File: src/rtl/closed_tour_length_unit_macros.svh
// Assertion helpers for the closed tour length unit.
// Synthesis builds see empty bodies.
`ifndef CLOSED_TOUR_LENGTH_UNIT_MACROS_SVH
`define CLOSED_TOUR_LENGTH_UNIT_MACROS_SVH

`ifndef SYNTHESIS

// Same-cycle implication.
`define CTL_ASSERT_IMP(label, clk, rst_n, ante, cons) \
    label: assert property (@(posedge clk) disable iff (!rst_n) (ante) |-> (cons)) \
        else $error("closed_tour_length_unit: same-cycle check failed");

// Next-cycle implication.
`define CTL_ASSERT_NXT(label, clk, rst_n, ante, cons) \
    label: assert property (@(posedge clk) disable iff (!rst_n) (ante) |=> (cons)) \
        else $error("closed_tour_length_unit: next-cycle check failed");

`else

`define CTL_ASSERT_IMP(label, clk, rst_n, ante, cons)
`define CTL_ASSERT_NXT(label, clk, rst_n, ante, cons)

`endif

`endif

File: src/rtl/ctl_pkg.sv
package ctl_pkg;

    // Fixed field widths
    localparam int COORD_BITS = 16;
    localparam int SUM_BITS   = 2 * COORD_BITS + 1;
    localparam int TOTAL_BITS = 40;
    localparam logic [TOTAL_BITS-1:0] TOTAL_MAX = {TOTAL_BITS{1'b1}};

    // One city per input transaction
    typedef struct packed {
        logic signed [COORD_BITS-1:0] x_coord;
        logic signed [COORD_BITS-1:0] y_coord;
        logic                         last_city;
    } city_t;

    // One closed tour length per output transaction
    typedef struct packed {
        logic [TOTAL_BITS-1:0] tour_length;
        logic                  length_saturated;
    } result_t;

    // Control that travels with a segment down the root chain
    typedef struct packed {
        logic valid;
        logic closing;   // closing segment of a tour, triggers the result
    } seg_tag_t;

    // Sequencer states
    typedef enum logic [1:0] {
        ST_ACCEPT,
        ST_CLOSE,
        ST_DRAIN
    } ctl_state_t;

endpackage

File: src/rtl/closed_tour_length_unit.sv
// Closed tour length unit.
// Cities come in on the city channel (city_valid / city_stall), one per
// transaction, in tour order, with last_city set on the final one. For each
// pair of consecutive cities, and for the closing hop back to the first
// city, the unit computes floor(sqrt(dx^2 + dy^2)) with FRAC_BITS fraction
// bits and adds it to a 40-bit total that clamps at its maximum and then
// reports length_saturated. One result transaction leaves per tour.
// Segments run through a row of ROOT_BITS root cells, one root bit per cell,
// behind a three-stage difference/square/sum front end; a new segment can
// enter every cycle. A city that is not the last is taken without a stall.
// A last city blocks the channel until its result is loaded into the output
// register. ROOT_BITS = (33 + 2*FRAC_BITS + 1) / 2.
// The result register holds its transaction while result_stall is high;
// a finished tour waits for that register to free up, and the city channel
// stays stalled until the tour's result has been loaded.
// Reset clears the tour state, the total and all valid bits; the unit is
// ready for a first city on the first cycle after reset.
`include "closed_tour_length_unit_macros.svh"

module closed_tour_length_unit
    import ctl_pkg::*;
#(
    parameter int FRAC_BITS = 8
)
(
    input  logic    clk,
    input  logic    rst_n,
    input  logic    city_valid,
    output logic    city_stall,
    input  city_t   city,
    output logic    result_valid,
    input  logic    result_stall,
    output result_t result
);

    localparam int RAD_BITS  = SUM_BITS + 2 * FRAC_BITS;
    localparam int ROOT_BITS = (RAD_BITS + 1) / 2;
    localparam int RAD_W     = 2 * ROOT_BITS;
    localparam int REM_W     = ROOT_BITS + 2;

    ctl_state_t                   state_reg, state_next;
    logic                         in_tour_reg;
    logic signed [COORD_BITS-1:0] first_x_reg, first_y_reg, prev_x_reg, prev_y_reg;
    logic [TOTAL_BITS-1:0]        total_reg;
    logic                         sat_reg;
    logic                         done_reg;
    logic                         result_valid_reg;
    result_t                      result_reg;

    logic                         city_fire;
    logic                         out_free;
    logic                         load_out;
    seg_tag_t                     push_tag;
    logic signed [COORD_BITS-1:0] ax, ay, bx, by;
    seg_tag_t                     rad_tag;
    logic [RAD_W-1:0]             rad;

    seg_tag_t                     chain_tag  [0:ROOT_BITS];
    logic [RAD_W-1:0]             chain_rad  [0:ROOT_BITS];
    logic [REM_W-1:0]             chain_rem  [0:ROOT_BITS];
    logic [ROOT_BITS-1:0]         chain_root [0:ROOT_BITS];

    seg_tag_t                     exit_tag;
    logic [TOTAL_BITS-1:0]        seg_ext;
    logic [TOTAL_BITS:0]          sum_ext;

    assign city_fire = city_valid && !city_stall;
    assign out_free  = !result_valid_reg || !result_stall;
    assign load_out  = (state_reg == ST_DRAIN) && done_reg && out_free;

    // Next state
    always_comb
    begin
        state_next = state_reg;
        unique case (state_reg)
            ST_ACCEPT:
            begin
                if (city_fire && city.last_city)
                begin
                    state_next = in_tour_reg ? ST_CLOSE : ST_DRAIN;
                end
            end
            ST_CLOSE:
            begin
                state_next = ST_DRAIN;
            end
            ST_DRAIN:
            begin
                if (load_out)
                begin
                    state_next = ST_ACCEPT;
                end
            end
            default:
            begin
                state_next = ST_ACCEPT;
            end
        endcase
    end

    // Outputs of the sequencer: channel stall and segment launch
    always_comb
    begin
        city_stall       = 1'b1;
        push_tag.valid   = 1'b0;
        push_tag.closing = 1'b0;
        ax               = prev_x_reg;
        ay               = prev_y_reg;
        bx               = prev_x_reg;
        by               = prev_y_reg;
        unique case (state_reg)
            ST_ACCEPT:
            begin
                city_stall       = 1'b0;
                push_tag.valid   = city_valid && (in_tour_reg || city.last_city);
                push_tag.closing = city_valid && city.last_city && !in_tour_reg;
                ax               = in_tour_reg ? prev_x_reg : city.x_coord;
                ay               = in_tour_reg ? prev_y_reg : city.y_coord;
                bx               = city.x_coord;
                by               = city.y_coord;
            end
            ST_CLOSE:
            begin
                push_tag.valid   = 1'b1;
                push_tag.closing = 1'b1;
                ax               = first_x_reg;
                ay               = first_y_reg;
            end
            ST_DRAIN:
            begin
                city_stall       = 1'b1;
            end
            default:
            begin
                city_stall       = 1'b1;
            end
        endcase
    end

    // Tour endpoints
    always_ff @(posedge clk or negedge rst_n)
    begin
        if (!rst_n)
        begin
            state_reg   <= ST_ACCEPT;
            in_tour_reg <= 1'b0;
            first_x_reg <= '0;
            first_y_reg <= '0;
            prev_x_reg  <= '0;
            prev_y_reg  <= '0;
        end
        else
        begin
            state_reg <= state_next;
            if (city_fire)
            begin
                if (!in_tour_reg)
                begin
                    first_x_reg <= city.x_coord;
                    first_y_reg <= city.y_coord;
                end
                prev_x_reg  <= city.x_coord;
                prev_y_reg  <= city.y_coord;
                in_tour_reg <= !city.last_city;
            end
        end
    end

    // Difference, square and sum front end
    ctl_seg_prep #(
        .FRAC_BITS (FRAC_BITS)
    ) u_prep (
        .clk      (clk),
        .rst_n    (rst_n),
        .push_tag (push_tag),
        .ax       (ax),
        .ay       (ay),
        .bx       (bx),
        .by       (by),
        .rad_tag  (rad_tag),
        .rad      (rad)
    );

    // Root chain, one result bit per cell
    assign chain_tag[0]  = rad_tag;
    assign chain_rad[0]  = rad;
    assign chain_rem[0]  = '0;
    assign chain_root[0] = '0;

    for (genvar gi = 0; gi < ROOT_BITS; gi++)
    begin : g_cell
        ctl_root_cell #(
            .ROOT_BITS (ROOT_BITS)
        ) u_cell (
            .clk      (clk),
            .rst_n    (rst_n),
            .tag_in   (chain_tag[gi]),
            .rad_in   (chain_rad[gi]),
            .rem_in   (chain_rem[gi]),
            .root_in  (chain_root[gi]),
            .tag_out  (chain_tag[gi+1]),
            .rad_out  (chain_rad[gi+1]),
            .rem_out  (chain_rem[gi+1]),
            .root_out (chain_root[gi+1])
        );
    end

    // Saturating accumulate at the chain exit
    always_comb
    begin
        exit_tag = chain_tag[ROOT_BITS];
        seg_ext  = {{(TOTAL_BITS-ROOT_BITS){1'b0}}, chain_root[ROOT_BITS]};
        sum_ext  = {1'b0, total_reg} + {1'b0, seg_ext};
    end

    always_ff @(posedge clk or negedge rst_n)
    begin
        if (!rst_n)
        begin
            total_reg <= '0;
            sat_reg   <= 1'b0;
            done_reg  <= 1'b0;
        end
        else if (load_out)
        begin
            total_reg <= '0;
            sat_reg   <= 1'b0;
            done_reg  <= 1'b0;
        end
        else if (exit_tag.valid)
        begin
            total_reg <= sum_ext[TOTAL_BITS] ? TOTAL_MAX : sum_ext[TOTAL_BITS-1:0];
            sat_reg   <= sat_reg || sum_ext[TOTAL_BITS];
            done_reg  <= exit_tag.closing;
        end
    end

    // Result register
    always_ff @(posedge clk or negedge rst_n)
    begin
        if (!rst_n)
        begin
            result_valid_reg <= 1'b0;
        end
        else if (load_out)
        begin
            result_valid_reg <= 1'b1;
        end
        else if (!result_stall)
        begin
            result_valid_reg <= 1'b0;
        end
    end

    always_ff @(posedge clk)
    begin
        if (load_out)
        begin
            result_reg.tour_length      <= total_reg;
            result_reg.length_saturated <= sat_reg;
        end
    end

    assign result_valid = result_valid_reg;
    assign result       = result_reg;

    // Checks
    `CTL_ASSERT_IMP(a_close_exit_in_drain, clk, rst_n,
        exit_tag.valid && exit_tag.closing, (state_reg == ST_DRAIN) && !done_reg)
    `CTL_ASSERT_IMP(a_done_only_in_drain, clk, rst_n, done_reg, state_reg == ST_DRAIN)
    `CTL_ASSERT_IMP(a_sat_pins_total, clk, rst_n, sat_reg, total_reg == TOTAL_MAX)
    `CTL_ASSERT_IMP(a_close_after_last, clk, rst_n,
        state_reg == ST_CLOSE, $past(city_fire && city.last_city))
    `CTL_ASSERT_NXT(a_load_clears, clk, rst_n, load_out,
        result_valid_reg && !done_reg && (total_reg == '0))

endmodule

File: src/rtl/ctl_seg_prep.sv
module ctl_seg_prep
    import ctl_pkg::*;
#(
    parameter int FRAC_BITS = 8
)
(
    input  logic                         clk,
    input  logic                         rst_n,
    input  seg_tag_t                     push_tag,
    input  logic signed [COORD_BITS-1:0] ax,
    input  logic signed [COORD_BITS-1:0] ay,
    input  logic signed [COORD_BITS-1:0] bx,
    input  logic signed [COORD_BITS-1:0] by,
    output seg_tag_t                     rad_tag,
    output logic [2*((SUM_BITS+2*FRAC_BITS+1)/2)-1:0] rad
);

    localparam int RAD_BITS  = SUM_BITS + 2 * FRAC_BITS;
    localparam int ROOT_BITS = (RAD_BITS + 1) / 2;
    localparam int RAD_W     = 2 * ROOT_BITS;

    logic signed [COORD_BITS:0]   diff_x, diff_y;
    logic [COORD_BITS-1:0]        dx_next, dy_next;
    logic [COORD_BITS-1:0]        dx_reg, dy_reg;
    logic [2*COORD_BITS-1:0]      sqx_next, sqy_next;
    logic [2*COORD_BITS-1:0]      sqx_reg, sqy_reg;
    logic [SUM_BITS-1:0]          sum_next;
    logic [RAD_W-1:0]             rad_next;
    logic [RAD_W-1:0]             rad_reg;
    seg_tag_t                     tag1_reg, tag2_reg, tag3_reg;

    // Stage 1: absolute differences
    always_comb
    begin
        diff_x  = $signed({ax[COORD_BITS-1], ax}) - $signed({bx[COORD_BITS-1], bx});
        diff_y  = $signed({ay[COORD_BITS-1], ay}) - $signed({by[COORD_BITS-1], by});
        dx_next = diff_x[COORD_BITS] ? COORD_BITS'(-diff_x) : diff_x[COORD_BITS-1:0];
        dy_next = diff_y[COORD_BITS] ? COORD_BITS'(-diff_y) : diff_y[COORD_BITS-1:0];
    end

    // Stage 2: squares
    always_comb
    begin
        sqx_next = (2*COORD_BITS)'(dx_reg) * (2*COORD_BITS)'(dx_reg);
        sqy_next = (2*COORD_BITS)'(dy_reg) * (2*COORD_BITS)'(dy_reg);
    end

    // Stage 3: sum, scaled up for the fraction bits of the root
    always_comb
    begin
        sum_next = {1'b0, sqx_reg} + {1'b0, sqy_reg};
        rad_next = {{(RAD_W-SUM_BITS){1'b0}}, sum_next} << (2 * FRAC_BITS);
    end

    // Valid bits
    always_ff @(posedge clk or negedge rst_n)
    begin
        if (!rst_n)
        begin
            tag1_reg <= '0;
            tag2_reg <= '0;
            tag3_reg <= '0;
        end
        else
        begin
            tag1_reg <= push_tag;
            tag2_reg <= tag1_reg;
            tag3_reg <= tag2_reg;
        end
    end

    // Data path
    always_ff @(posedge clk)
    begin
        dx_reg  <= dx_next;
        dy_reg  <= dy_next;
        sqx_reg <= sqx_next;
        sqy_reg <= sqy_next;
        rad_reg <= rad_next;
    end

    assign rad_tag = tag3_reg;
    assign rad     = rad_reg;

endmodule

File: src/rtl/ctl_root_cell.sv
module ctl_root_cell
    import ctl_pkg::*;
#(
    parameter int ROOT_BITS = 25
)
(
    input  logic                   clk,
    input  logic                   rst_n,
    input  seg_tag_t               tag_in,
    input  logic [2*ROOT_BITS-1:0] rad_in,
    input  logic [ROOT_BITS+1:0]   rem_in,
    input  logic [ROOT_BITS-1:0]   root_in,
    output seg_tag_t               tag_out,
    output logic [2*ROOT_BITS-1:0] rad_out,
    output logic [ROOT_BITS+1:0]   rem_out,
    output logic [ROOT_BITS-1:0]   root_out
);

    localparam int RAD_W = 2 * ROOT_BITS;
    localparam int REM_W = ROOT_BITS + 2;

    logic [REM_W-1:0]     rem_sh, trial;
    logic                 ge;
    seg_tag_t             tag_reg;
    logic [RAD_W-1:0]     rad_reg, rad_next;
    logic [REM_W-1:0]     rem_reg, rem_next;
    logic [ROOT_BITS-1:0] root_reg, root_next;

    // One root bit: bring down the next radicand pair, trial subtract
    always_comb
    begin
        rem_sh    = {rem_in[REM_W-3:0], rad_in[RAD_W-1 -: 2]};
        trial     = {root_in, 2'b01};
        ge        = (rem_sh >= trial);
        rem_next  = ge ? (rem_sh - trial) : rem_sh;
        root_next = {root_in[ROOT_BITS-2:0], ge};
        rad_next  = {rad_in[RAD_W-3:0], 2'b00};
    end

    always_ff @(posedge clk or negedge rst_n)
    begin
        if (!rst_n)
        begin
            tag_reg <= '0;
        end
        else
        begin
            tag_reg <= tag_in;
        end
    end

    always_ff @(posedge clk)
    begin
        rad_reg  <= rad_next;
        rem_reg  <= rem_next;
        root_reg <= root_next;
    end

    assign tag_out  = tag_reg;
    assign rad_out  = rad_reg;
    assign rem_out  = rem_reg;
    assign root_out = root_reg;

endmodule
File: config.mk
export PLATFORM = sky130hd
export DESIGN_NAME = closed_tour_length_unit
export DESIGN_NICKNAME = d
export VERILOG_FILES = /design/src/rtl/ctl_pkg.sv /design/src/rtl/closed_tour_length_unit.sv /design/src/rtl/ctl_seg_prep.sv /design/src/rtl/ctl_root_cell.sv
export VERILOG_INCLUDE_DIRS = /design/src /design/src/rtl
export SDC_FILE = /design/constraint.sdc
export NUM_CORES = 2
export LEC_CHECK = 0
export BUFFER_PORTS_ARGS = -buffer_cell sky130_fd_sc_hd__buf_4
export CORE_MARGIN = 2
export CORE_UTILIZATION = 45
export DETAILED_ROUTE_END_ITERATION = 16
export GPL_ROUTABILITY_DRIVEN = 1
export PLACE_DENSITY = 0.61
export SLEW_MARGIN = 10
export SYNTH_ARGS = -nofsm -noshare
export SYNTH_HDL_FRONTEND = slang
export SYNTH_HIERARCHICAL = 1
export SYNTH_SLANG_ARGS = --single-unit
export TNS_END_PERCENT = 10
File: constraint.sdc
create_clock -name clk -period 8.5 [get_ports clk]
set_input_delay 0.425 -clock clk [delete_from_list [all_inputs] [get_ports clk]]
set_output_delay 0.425 -clock clk [all_outputs]
set_load 0.05 [all_outputs]
### Yosys cells after proc, flatten, opt, wreduce, memory -nomap -nowiden

Cells that the tools add are included.
Widths: inputs -> output; s select.

* input port bits: 37
* register bits: 1511
* output and inout port bits: 43
* logic and storage cells: 275

* $lt $le $gt $ge: 25
* multiplexer cells: 47
* add/subtract/negate cells: 30
* bitwise gates (word level): 1
* reductions and logical operators: 18
* multiply operators: 2
* eq/ne operators: 5

Operator list (number)
* $mux 25: 23
* $mux 40: 3
* $mux 16: 6
* $mul 16x16->32: 2
* $pmux 16 s2: 2
* $add 40x25->41: 1
* $sub 16x16->17: 2
* $add 32x32->33: 1
* $neg 16->16: 2
* $ge 27x10->1: 1
* $ge 27x11->1: 1
* $ge 27x12->1: 1
* $ge 27x13->1: 1
* $ge 27x14->1: 1
* $ge 27x15->1: 1
* $ge 27x16->1: 1
* $ge 27x17->1: 1
* $ge 27x18->1: 1
* $ge 27x19->1: 1
* $ge 27x20->1: 1
* $ge 27x21->1: 1
* $ge 27x22->1: 1
* $ge 27x23->1: 1
* $ge 27x24->1: 1
* 49 further kinds: 71

### Depth between registers and ports, before layout

* word-level depth: 5
* depth in mapped cells: 24

### By module

Netlist, hierarchy kept.

By module, submodules not included
* ctl_root_cell at g_cell[0].u_cell ...: cells an instance 392, times used 16, area an instance 4033.9 um^2, seq. area each 2052.0 um^2
* ctl_root_cell at g_cell[24].u_cell ...: cells an instance 367, times used 9, area an instance 4015.1 um^2, seq. area each 2052.0 um^2
* ctl_seg_prep: cells an instance 2355, times used 1, area an instance 21135.3 um^2, seq. area each 2692.6 um^2
* closed_tour_length_unit: cells an instance 713, times used 1, area an instance 8013.9 um^2, seq. area each 3983.8 um^2

### Worst setup path after synthesis

No wires, ideal clock.

* path type: reg-to-reg
* start: reg u_prep.dx_reg[1]
* end: reg u_prep.sqx_reg[30]
* data arrival time: 6.150 ns
* stages on the path, launching flop included: 24
* setup slack: 2.216 ns
* required time: 8.366 ns
* library setup time: 0.134 ns
* buffers on the path: 3
* path through: dfxtp_1 -> clkbuf_1 -> clkbuf_1 -> nand2_1 -> fa_1 -> inv_1 -> fa_1 -> inv_1 -> fa_1 -> inv_1 -> fa_1 -> fa_1 -> inv_1 -> fa_1 -> inv_1 -> ha_1 -> clkbuf_1 -> nand4_1 -> a2111oi_4 -> o31ai_4 -> a211oi_4 -> o41ai_4 -> o2111ai_1 -> or4b_1

* word-level cells in the longest chain between the ends: 1

Ends and longest elaborated chain
* from (decl): RTL line ctl_seg_prep.sv:24 `logic [COORD_BITS-1:0] dx_reg, dy_reg;`
* from (signal assigned): RTL line ctl_seg_prep.sv:75 `dx_reg <= dx_next;`
* $mul 16x16->32: RTL line ctl_seg_prep.sv:44 `sqx_next = (2*COORD_BITS)'(dx_reg) * (2*COORD_BITS)'(dx_reg);`
* named net u_prep.sqx_next[30]: RTL line ctl_seg_prep.sv:25 `logic [2*COORD_BITS-1:0] sqx_next, sqy_next;`
* to (signal assigned): RTL line ctl_seg_prep.sv:77 `sqx_reg <= sqx_next;`
* to (decl): RTL line ctl_seg_prep.sv:26 `logic [2*COORD_BITS-1:0] sqx_reg, sqy_reg;`

The timed path passes the listed nets, and every way through them passes these cells.
A chain may end at the register's enable or synchronous reset.

### Worst setup path in the final report

* start: reg u_prep.dx_reg[3]
* end: reg u_prep.sqx_reg[30]

Same word-level chain as after synthesis.

==> impl_metrics.env <==
export IMPL_cpMostUsedCell="fa_1"
export IMPL_slew_viol_final=0
export IMPL_synth_warnings=6
export IMPL_initial_core_util_pct=45.3
export IMPL_antenna_left=0
export IMPL_ios=80
export IMPL_clk_latency_ns=0.90
export IMPL_io_buffers=79
export IMPL_clock_fmax_mhz=144
export IMPL_postCtsResizedCells=0
export IMPL_required_ns=9.27
export IMPL_fin_cells=15000
export IMPL_via_count=79200
export IMPL_crit_fanout=14
export IMPL_fp_dieH_um=502
export IMPL_cts_buffers=226
export IMPL_clock_sinks=2159
export IMPL_cts_tree="done"
export IMPL_max_stage_delay_ns=0.78
export IMPL_drv_cap=0
export IMPL_relSlewSlack_pct=31.3
export IMPL_vias_per_cell=5.30
export IMPL_fin_tns_setup_ns=0
export IMPL_fillerInstances=22600
export IMPL_drtPass1Iterations=5
export IMPL_slowest_stage="dfxtp_1"
export IMPL_die_area_um2=252000
export IMPL_syn_inst=11300
export IMPL_die_w_um=502
export IMPL_grt_pass1_wl_mm=437
export IMPL_grt_max_degree=97
export IMPL_cts_root_buf="clkbuf_16"
export IMPL_period_share_pct=81.6
export IMPL_postCtsSetupBuffers=0
export IMPL_largest_register_ffs=625
export IMPL_grt_overflow=0
export IMPL_cp_arrival_ns=7.70
export IMPL_grtUsageTotal_pct=21.6
export IMPL_status="completed"
export IMPL_drtIter0Drc=5103
export IMPL_hold_viol_final=0
export IMPL_rsz0062_at_grt="false"
export IMPL_clock_path_buffers=3
export IMPL_finalNetCount=12800
export IMPL_clkTransAtPathRegs_ns=0.06
export IMPL_grt_pass1_vias=79200
export IMPL_clock_skew_ns=0.0622
export IMPL_setup_worst_path_end_class="flip-flop"
export IMPL_cts_htree_levels=4
export IMPL_setup_viol=0
export IMPL_crit_chain="inv_1 > nor2_1 > ha_1 > xor2_1 > fa_1 > inv_1 > fa_1 > fa_1 > fa_1 > inv_1 > fa_1 > inv_1 > ha_1 > and2_1 > a22o_1 > o31ai_4 > a211oi_4 > o41ai_4 > nor3_1 > or4b_1"
export IMPL_fin_crit_ns=6.94
export IMPL_routed_wl_mm=277
export IMPL_hp_class="primary input to async pin"
export IMPL_cp_start_kind="flip-flop"
export IMPL_crit_type="flip-flop to flip-flop"
export IMPL_core_area_um2=246000
export IMPL_dp_cells=14500
export IMPL_area_growth_pct=10.9
export IMPL_place_congestion=0.911
export IMPL_multiInputGateArea_um2=60700
export IMPL_placement_rows=182
export IMPL_final_seq_area_um2=44500
export IMPL_drive_gt1_share_pct=11.0
export IMPL_whs_ns=0.187
export IMPL_dp_hpwl_mm=217
export IMPL_antenna_found_initial=9
export IMPL_postSynthAreaPerCell_um2=9.88
export IMPL_tightest_slew_ns=1.03
export IMPL_mappedNetlistArea_um2=112000
export IMPL_wl_per_cell_um=18.5
export IMPL_drc_errors=0
-- path summary, 6_finish.rpt --
path	cells after the start	slack (ns)	end	start
setup / recovery	20	1.56	u_prep/sqx_reg[30]	u_prep/dx_reg[3]
min in group clk	3	0.28	in_tour_reg	city[0]
hold / removal	2	0.19	g_cell[10].u_cell/tag_out[0]	rst_n
setup reg to reg	20	1.56	u_prep/sqx_reg[30]	u_prep/dx_reg[3]
max in group asynchronous	3	6.73	total_reg[16]	rst_n
hold reg to reg	0	0.30	g_cell[5].u_cell/rad_out[37]	g_cell[4].u_cell/rad_out[35]
-- worst max-delay path, delay by kind of cell, from the launching register on --
kind                       cells  cell delay, ns
and+or+nand+nor                4            1.15
DFF                            1            0.78
AOI/OAI and AO/OA              4            1.07
xor gates and xnor gates       1            0.19
buffers and inverters          4            0.45
adders and majority gates      7            3.17
-- timing repair --
action,CTS,global route
setup endpoints to repair,0,0
hold endpoints to repair,165,0
hold buffers,36,0
-- metrics by stage --
step	worst slack, ns	cell area (um2)	utilization [%]
after floorplan	2.22	112000	-
after detailed placement	1.48	115000	46.8
after CTS	1.49	124000	50.2
after global routing	1.15	124000	50.2
final	1.56	124000	50.2
after global placement	1.49	115000	46.8
-- area by class of cell --
cell class	instances	share of cell area, %
timing repair buffer	130	0.864
multi-input combinational	7518	49.0
inverter	1401	4.28
tap	3312	3.35
antenna	4	0.00809
sequential	2159	35.9
clock inverter	130	1.30
clock buffer	300	5.26
-- routing by layer --
metal  track usage [%]  up-vias  wire length [um]
met4              5.67        0              6110
met3              2.78      360             12700
met2              36.3     1818            130000
met1              29.3    38100            128000
li1                  -    38900                 -
met5                 0        -                 0
-- placed cells by master (no fill, tap or decap), types with 93 or more instances in the layout --
master and instances:
a21oi_1 680, and3_1 94, nor3_1 172, xor2_1 200
ha_1 964, nand2_1 753, a22oi_1 97, nor2b_1 102
clkbuf_16 230, nor2_1 508, and2_1 161, inv_1 1385
a21o_1 215, mux2_2 275, fa_1 327, xnor2_1 445
o21ai_0 475, dfxtp_1 1952, o21a_1 163, o21bai_1 104
nand4_1 120, mux2_4 240, dfrtp_1 166, conb_1 114
nand3_1 282, buf_4 93
Power is left out: the tool's default activity adds up to more than one toggle a clock period on the data nets, which glitch-free logic cannot reach.
